$ cat src/rtl/tsne_pkg.sv
// ----------------------------------------------------------------------------
// tsne_pkg: shared types and constants of the exact t-SNE gradient unit
// Payload structs, mode codes and store geometry.
// ----------------------------------------------------------------------------
package tsne_pkg;

  localparam int unsigned MaxPoints = 16;
  localparam int unsigned MaxDims   = 4;
  localparam int unsigned PtW       = $clog2(MaxPoints);
  localparam int unsigned DimW      = $clog2(MaxDims);

  localparam logic [1:0] ModeLoadCoord = 2'd0;
  localparam logic [1:0] ModeLoadProb  = 2'd1;
  localparam logic [1:0] ModeCompute   = 2'd2;
  localparam logic [1:0] ModeReserved  = 2'd3;

  localparam logic [0:0] CfgNumPoints = 1'b0;
  localparam logic [0:0] CfgNumDims   = 1'b1;

  typedef struct packed {
    logic [1:0]         mode;
    logic [3:0]         row_index;
    logic [3:0]         col_index;
    logic signed [31:0] coord_value;
    logic [15:0]        prob_value;
  } tsne_in_t;

  typedef struct packed {
    logic [3:0]         grad_point;
    logic [1:0]         grad_dim;
    logic signed [47:0] grad_value;
    logic               status;
    logic               last;
  } tsne_out_t;

  // Divider request and response between the sequencer and the divider.
  typedef struct packed {
    logic        start;
    logic [63:0] num;
    logic [48:0] den;
  } tsne_div_req_t;

  typedef struct packed {
    logic        done;
    logic [63:0] quo;
  } tsne_div_rsp_t;

endpackage

$ cat src/rtl/tsne_divider.sv
// ----------------------------------------------------------------------------
// tsne_divider: shared restoring divider
// Unsigned 64 by 49 bit division, one quotient bit per cycle.
// ----------------------------------------------------------------------------
module tsne_divider (
  input  logic                    clk_i,
  input  logic                    rst_ni,
  input  tsne_pkg::tsne_div_req_t req_i,
  output tsne_pkg::tsne_div_rsp_t rsp_o
);

  logic        busy_q, busy_d;
  logic [6:0]  cnt_q, cnt_d;
  logic [63:0] quo_q, quo_d;
  logic [49:0] rem_q, rem_d;
  logic [48:0] den_q, den_d;
  logic        done_q, done_d;
  logic [49:0] trial;
  logic [49:0] shifted;

  always_comb begin
    busy_d  = busy_q;
    cnt_d   = cnt_q;
    quo_d   = quo_q;
    rem_d   = rem_q;
    den_d   = den_q;
    done_d  = 1'b0;
    shifted = {rem_q[48:0], quo_q[63]};
    trial   = shifted - {1'b0, den_q};
    if (req_i.start) begin
      busy_d = 1'b1;
      cnt_d  = 7'd0;
      quo_d  = req_i.num;
      rem_d  = '0;
      den_d  = req_i.den;
    end else if (busy_q) begin
      if (!trial[49]) begin
        rem_d = trial;
        quo_d = {quo_q[62:0], 1'b1};
      end else begin
        rem_d = shifted;
        quo_d = {quo_q[62:0], 1'b0};
      end
      cnt_d = cnt_q + 7'd1;
      if (cnt_q == 7'd63) begin
        busy_d = 1'b0;
        done_d = 1'b1;
      end
    end
  end

  always_ff @(posedge clk_i or negedge rst_ni) begin
    if (!rst_ni) begin
      busy_q <= 1'b0;
      done_q <= 1'b0;
      cnt_q  <= '0;
    end else begin
      busy_q <= busy_d;
      done_q <= done_d;
      cnt_q  <= cnt_d;
    end
  end

  always_ff @(posedge clk_i) begin
    quo_q <= quo_d;
    rem_q <= rem_d;
    den_q <= den_d;
  end

  assign rsp_o.done = done_q;
  assign rsp_o.quo  = quo_q;

  busy_start_a: assert property (@(posedge clk_i) disable iff (!rst_ni)
    req_i.start |=> busy_q) else $error("divider did not start");
  done_end_a: assert property (@(posedge clk_i) disable iff (!rst_ni)
    done_q |-> !busy_q) else $error("divider done while busy");
  cnt_a: assert property (@(posedge clk_i) disable iff (!rst_ni)
    !busy_q |=> !busy_q || cnt_q == 7'd0) else $error("divider count not cleared");

endmodule

$ cat config.mk
export PLATFORM = sky130hd
export DESIGN_NAME = tsne_divider
export DESIGN_NICKNAME = d
export VERILOG_FILES = /design/src/rtl/tsne_pkg.sv /design/src/rtl/tsne_divider.sv
export SDC_FILE = /design/constraint.sdc
export NUM_CORES = 1
export LEC_CHECK = 0
export ABC_AREA = 1
export BUFFER_PORTS_ARGS = -buffer_cell sky130_fd_sc_hd__buf_2
export CORE_AREA = 2 2 148 150
export DETAILED_ROUTE_END_ITERATION = 6
export DIE_AREA = 0 0 150 152
export GPL_TIMING_DRIVEN = 0
export HOLD_SLACK_MARGIN = 0.08
export PLACE_DENSITY_LB_ADDON = 0.1
export SLEW_MARGIN = 5
export SYNTH_ARGS = -nofsm -noshare
export SYNTH_HDL_FRONTEND = slang
export SYNTH_SLANG_ARGS = --single-unit
$ cat constraint.sdc
create_clock -name clk_i -period 3.37 [get_ports clk_i]
set_clock_uncertainty 0.15 [all_clocks]
set_input_delay 0.674 -clock clk_i [delete_from_list [all_inputs] [get_ports clk_i]]
set_output_delay 0.674 -clock clk_i [all_outputs]
set_load 0.005 [all_outputs]
==> flow_metrics.tcl, run 1 <==
set metrics [dict create \
    syn_avg_cell_area_sq_um 6.588 \
    synth_top_area_share_pct 29.35 \
    vias_per_cell 4.765 \
    fmax_ghz 0.3291 \
    synth-seq-area-share_pct 39.78 \
    wl_per_cell_um 13.55 \
    combPwrFrac_pct 11.5 \
    switching_share_pct 27.63 \
    final_max_slew_viol_count 0 \
    startpoint "req_i[113]" \
    fin_crit_sh_pct 90.18 \
    total_power_mw 5.071 \
    fin_hold_ws_ps 255.5 \
    power_switching_mw 1.401 \
    critPathLaunchType "input pin" \
    setup_viol 0 \
    finalHoldViolCount 0 \
    fin_nets 2123 \
    cp_slowest_cell "nor2_1" \
    path_clk_slew_ps 80 \
    grt_usage_pct 27.13 \
    port_buffers 180 \
    intPower_mw 3.670 \
    r2r-start "den_q[8]" \
    crit_type "input pin to flop" \
    yosysTopAreaCell "edfxtp_1" \
    first_pass_iters 6 \
    yosys-top-cells-area "edfxtp_1 29%, nand2_1 25%, inv_1 11%" \
    rsz0062_at_grt "false" \
    grt_overflow_total 0 \
    status "finished, final reports clean" \
    p_per_area_mw_per_mm2 377.0 \
    drt_wl_total_mm 30.49 \
    antenna_found_initial 1 \
    ioPinCount 181 \
    cts_made_buffers 17 \
    drcViolationCount 0 \
    syn_inst 1755 \
    grt_pass1_vias 9959 \
    cap_violations 0 \
    setup_tns_ps 0 \
    dpl.hpwl_mm 24.14 \
    postCtsSetupRepairBufs 0 \
    grt_pass1_wl_mm 48.98 \
    hp-class "input pin to flop" \
    p_leak_nw 7.606 \
    cp.arrival_ps 3060 \
    ys_warn_count 0 \
    rows 54 \
    crit_required_ps 3390 \
    vdd_drop_max_uv 325.3 \
    dieArea_sq_mm 0.02280 \
    worst_slew_pin_slew_ps 878.1 \
    cts-root-buf "clkbuf_16" \
    synthesis.area_sq_mm 0.01156 \
    crit_fanout 50 \
    endpoint_kind "flop" \
    postRouteAntennaNets 0 \
    period_needed_ps 3039 \
    areaGrowthSynthToFinish_pct 16.35 \
    cp_common_cell "clkbuf_1" \
    htreeDepth 4 \
    critical-path-max-stage-delay_ps 730 \
    hp-start "req_i[20]" \
    cts_tree "built" \
    cts_sinks 171 \
    synth_fp_nets 1922 \
    crit_chain "buf_6, clkbuf_1, nor2_1, clkbuf_1, inv_2, buf_12" \
    drive_gt1_share_pct 12.90 \
    dieWidth_um 150 \
    die_y_um 152 \
    gp_congestion 1.013 \
    drtIter0Drc 628 \
    relSlewSlack_pct 41.24 \
    synth_seq_cells 171 \
    vias 10720 \
    start_util_pct 54.15 \
    yosys.cell_types.count 34 \
    fill_cells 2064 \
    fp.coreArea_sq_mm 0.02135 \
    utilization_pct 63.01 \
    clock_power_share_pct 40.6 \
    worstSkewPairLatency_ps 440 \
    critical_path_buf_inv_count 5 \
    critPathTopFamily "buffers and inverters" \
    clock_path_buffers 2 \
    grt_start_max_net_pins 51 \
    power_frac_seq_pct 47.9 \
]
-- timing repair --
action / 4_1_cts / 5_1_grt
hold endpoints to repair: 9 / 0
resized for setup: 1 / 1
hold buffers: 1 / 0
setup endpoints to repair: 43 / 37
-- placed cells by master (no fill, tap or decap), types with 10 or more instances in the layout --
master / n
nor2_1: 94
buf_2: 187
nand3_1: 134
dfxtp_1: 49
nand4_1: 10
edfxtp_1: 113
ha_1: 50
clkbuf_1: 22
inv_2: 12
clkbuf_16: 17
inv_1: 351
xor2_1: 11
xnor2_1: 20
nand2_1: 775
a21oi_1: 38
-- path summary, 6_finish.rpt --
| check | slack (ps) | depth (start not counted) | end |
|---|---|---|---|
| worst min-delay path | 260 | 1 | den_q[20] |
| worst min register to register | 320 | 2 | rem_q[36] |
| worst max-delay path | 330 | 6 | quo_q[57] |
| min in group asynchronous | 470 | 2 | cnt_q[4] |
| worst max register to register | 440 | 17 | rem_q[11] |
| max in group asynchronous | 2410 | 2 | cnt_q[3] |
-- sequential cells by signal, indices dropped and copies added, names as in the netlist --
name and count:
quo_q 64, den_q 49, cnt_q 7, done_q 1, busy_q 1, rem_q 49
-- power by group through the flow --
stage	sequential, mW	clock, mW	combinational (mW)
after floorplan	2.47	0	0.331
after global placement	2.47	0	0.569
after detailed placement	2.47	0	0.581
after CTS	2.43	2.10	0.583
after global routing	2.44	2.17	0.663
final	2.43	2.06	0.581
-- cells in the mapped netlist (all sizes together) --
| cell type | number |
|---|---|
| dfrtp | 9 |
| nor2 | 101 |
| o21ai | 5 |
| nand2 | 779 |
| ha | 50 |
| nor4 | 4 |
| clkinv | 6 |
| dfxtp | 49 |
| a21o | 1 |
| a21oi | 38 |
| or2 | 1 |
| nand4 | 10 |
| xor2 | 11 |
| a22o | 1 |
| o21bai | 1 |
| inv | 363 |
| xnor2 | 20 |
| nor3 | 10 |
| nand3 | 138 |
| buf | 16 |
| clkbuf | 22 |
| fa | 1 |
| and2 | 4 |
| edfxtp | 113 |
| nand3b | 2 |
-- area by class of cell --
class                   count  area, sq um  area share [%]
well taps                 280        350.3           2.604
repair buffers            182        937.1           6.966
clock inverters            15        175.2           1.302
multi-input cells        1177         5391           40.08
clock buffers              17        425.4           3.162
diodes                      1        2.502         0.01860
flip-flops and latches    171         4599           34.19
inverters                 369         1385           10.30
plain buffers              38        186.4           1.386
-- metrics by stage --
stage                     std cells  setup slack (ps)  instance area (sq um)
after floorplan                1755             301.3                  11560
after global placement         2215             -1751                  12810
after detailed placement       2216            -794.1                  12830
after CTS                      2249             102.8                  13450
after global routing           2249             154.0                  13450
final                          2250             331.1                  13450
-- layer usage --
| metal | up-vias | part of all wire, % | track usage, % |
|---|---|---|---|
| met3 | 45 | 6.2 | 5.165 |
| li1 | 5698 | - | - |
| met1 | 4668 | 46 | 36.18 |
| met2 | 309 | 45 | 44.60 |
| met4 | 2 | 2.5 | 8.491 |
| met5 | - | 0.043 | 0 |
-- kinds of logic (layout without fill, tap and decap cells) --
| family | Yosys count | after routing | synth area share, % |
|---|---|---|---|
| buf+inv | 407 | 621 | 13.59 |
| compound gates | 46 | 46 | 2.067 |
| xor+xnor | 31 | 31 | 2.348 |
| fa+ha+maj | 51 | 51 | 5.584 |
| simple gates | 1049 | 1049 | 36.63 |
| flops | 171 | 171 | 39.78 |
| other cells | 0 | 1 | 0 |
-- worst register-to-register path, stage by stage, from the launching register on --
cell,delay [ps]
edfxtp_1,370
inv_1,70
ha_1,260
nand2_1,150
inv_1,50
nand2_1,60
nand2_1,90
inv_1,80
nand3_2,150
nand2_1,90
nand2_1,170
nand2_2,160
nand3_2,290
nand2_4,290
buf_6,180
nand2_1,70
nand3_1,70
nand2_1,50
(Power assumes the default switching activity.)
==> run 2, diff against run 1 <==
Settings changed: CORE_AREA 2 2 148 150 to 2 2 122 183, DIE_AREA 0 0 150 152 to 0 0 124 185.
==> run 2 against run 1 <==
Against the previous run:
- register-to-register slack about the same
- non-clock buffer count unchanged
- critical path depth unchanged
- maximum frequency decreased by 5.3%
==> flow_metrics.tcl, run 2 (synthesized netlist as in run 1, its figures left out) <==
set metrics [dict create \
    status "finished, final reports clean" \
    areaGrowthSynthToFinish_pct 16.50 \
    utilization_pct 62.74 \
    cts-root-buf "clkbuf_16" \
    fmax_ghz 0.3116 \
    p_leak_nw 7.627 \
    htreeDepth 4 \
    fin_cells 2241 \
    path_clk_slew_ps 70 \
    dieWidth_um 124 \
    clock_power_share_pct 41.2 \
    combPwrFrac_pct 11.3 \
    worst_slew_pin_slew_ps 996.7 \
    dp_slack_ps -678.7 \
    crit_type "input pin to flop" \
    setup_tns_ps 0 \
    wl_per_cell_um 13.81 \
    fin_nets 2123 \
    period_needed_ps 3209 \
    grt_usage_pct 28.39 \
    rrSetupSlack_ps 440 \
    fin_area_sq_mm 0.01347 \
    grt_start_max_net_pins 51 \
    power_switching_mw 1.287 \
    cts_tree "built" \
    drcViolationCount 0 \
    cp.arrival_ps 3250 \
    cts_made_buffers 17 \
    ioPinCount 181 \
    antenna_found_initial 1 \
    critical_path_buf_inv_count 5 \
    final_max_slew_viol_count 0 \
    start_util_pct 53.85 \
    drive_gt1_share_pct 12.95 \
    finalHoldViolCount 0 \
    fin_hold_ws_ps 249.2 \
    p_per_area_mw_per_mm2 379.6 \
    gp_congestion 0.9934 \
    dieArea_sq_mm 0.02294 \
    timing.final.ws_setup_ps 161.0 \
    intPower_mw 3.827 \
    fin_crit_sh_pct 95.22 \
    fill_cells 2114 \
    drt_wl_total_mm 30.94 \
    clock_path_buffers 2 \
    crit_required_ps 3410 \
    vias 10820 \
    reg2regPathDepth 17 \
    dp_cells 2208 \
    worstHoldPathCells 1 \
    worstSkewPairLatency_ps 450 \
    vdd_drop_max_uv 355.8 \
    rows 66 \
    crit_fanout 50 \
    die_y_um 185 \
    drtIter0Drc 427 \
    vias_per_cell 4.826 \
    first_pass_iters 6 \
    cp_slowest_cell "nor2_1" \
    critPathTopFamily "buffers and inverters" \
    rsz0062_at_grt "false" \
    worstHoldEndpoint "den_q[45]" \
    port_buffers 180 \
    insertedDiodeCount 0 \
    regToRegEndpoint "rem_q[40]" \
    grt_pass1_wl_mm 50.32 \
    place_area_sq_mm 0.01282 \
    cap_violations 0 \
    largest_register_ffs 64 \
    dpl.hpwl_mm 24.88 \
    cts_sinks 171 \
    critical-path-max-stage-delay_ps 800 \
    setup_viol 0 \
    cp_common_cell "clkbuf_1" \
    crit_chain "buf_4, clkbuf_1, nor2_1, clkbuf_1, inv_2, buf_12" \
    reg_top3 "quo_q (64), den_q (49), rem_q (49)" \
    final_common_cell "nand2_1" \
    total_power_mw 5.114 \
    postRouteAntennaNets 0 \
    relSlewSlack_pct 33.31 \
    endpoint_kind "flop" \
    grt_overflow_total 0 \
    hp-class "input pin to flop" \
    hp-start "req_i[45]" \
    critPathLaunchType "input pin" \
    switching_share_pct 25.17 \
    largest-register "quo_q" \
    fp.coreArea_sq_mm 0.02147 \
    power_frac_seq_pct 47.5 \
    mostFrequentLayoutCells "775 x nand2_1, 351 x inv_1, 187 x buf_2" \
    r2r-start "den_q[7]" \
    grt_pass1_vias 10840 \
]
[run 2: cell types whose count changed in the layout (fill, tap and decap cells not counted), sizes merged]
cell / change
diode: -1
inv: -3
clkbuf: +7
clkinv: -4
[run 2: routing by layer]
layer | GRT usage (%) | vias to the layer above | part of all wire [%]
met4 | 15.69 | 2 | 5.2
met5 | 0 | - | 0.042
met1 | 30.11 | 4739 | 39
met2 | 51.80 | 298 | 51
li1 | - | 5695 | -
met3 | 5.357 | 82 | 5.2
[run 2: worst reg2reg max path, cell delays in order, from the launching register on]
cell	delay, ps
edfxtp_1	360
inv_1	70
ha_1	270
nand2_1	170
inv_1	50
nand2_1	60
nand2_1	90
inv_1	80
nand3_2	160
nand2_1	100
nand2_1	170
nand2_2	160
nand3_2	100
nand2_2	260
buf_2	310
nand3_1	110
nand3_1	100
nand2_1	60
[run 2: how the worst max path moves through the flow]
stage               startpoint        end  depth (start not counted)
floorplan           req_i[113]   quo_q[0]                          4
global placement    req_i[113]  quo_q[50]                          5
detailed placement  req_i[113]  quo_q[51]                          6
CTS                 req_i[113]  quo_q[57]                          6
global route        req_i[113]  quo_q[57]                          6
finish              req_i[113]  quo_q[46]                          6
[run 2: power groups by stage]
stage | logic (mW) | registers, mW | clock network, mW
global placement | 0.570 | 2.47 | 0
detailed placement | 0.581 | 2.47 | 0
global route | 0.664 | 2.44 | 2.20
finish | 0.579 | 2.43 | 2.11
floorplan | 0.331 | 2.47 | 0
CTS | 0.584 | 2.43 | 2.14
[run 2: what timing repair did]
action,in CTS,in global routing
endpoints found under the hold margin,9,0
endpoints found under the setup margin,38,0
buffers inserted,0,0
hold buffers,1,0
resized for setup,1,0
[run 2: cell type report]
type / count / area [sq um] / area share, %
multi-input cells: 1177 / 5391 / 40.02
flip-flops and latches: 171 / 4599 / 34.14
inverters: 369 / 1385 / 10.28
repair buffers: 182 / 933.4 / 6.929
clock buffers: 24 / 544.3 / 4.041
well taps: 272 / 340.3 / 2.526
plain buffers: 38 / 186.4 / 1.384
clock inverters: 8 / 90.09 / 0.6688
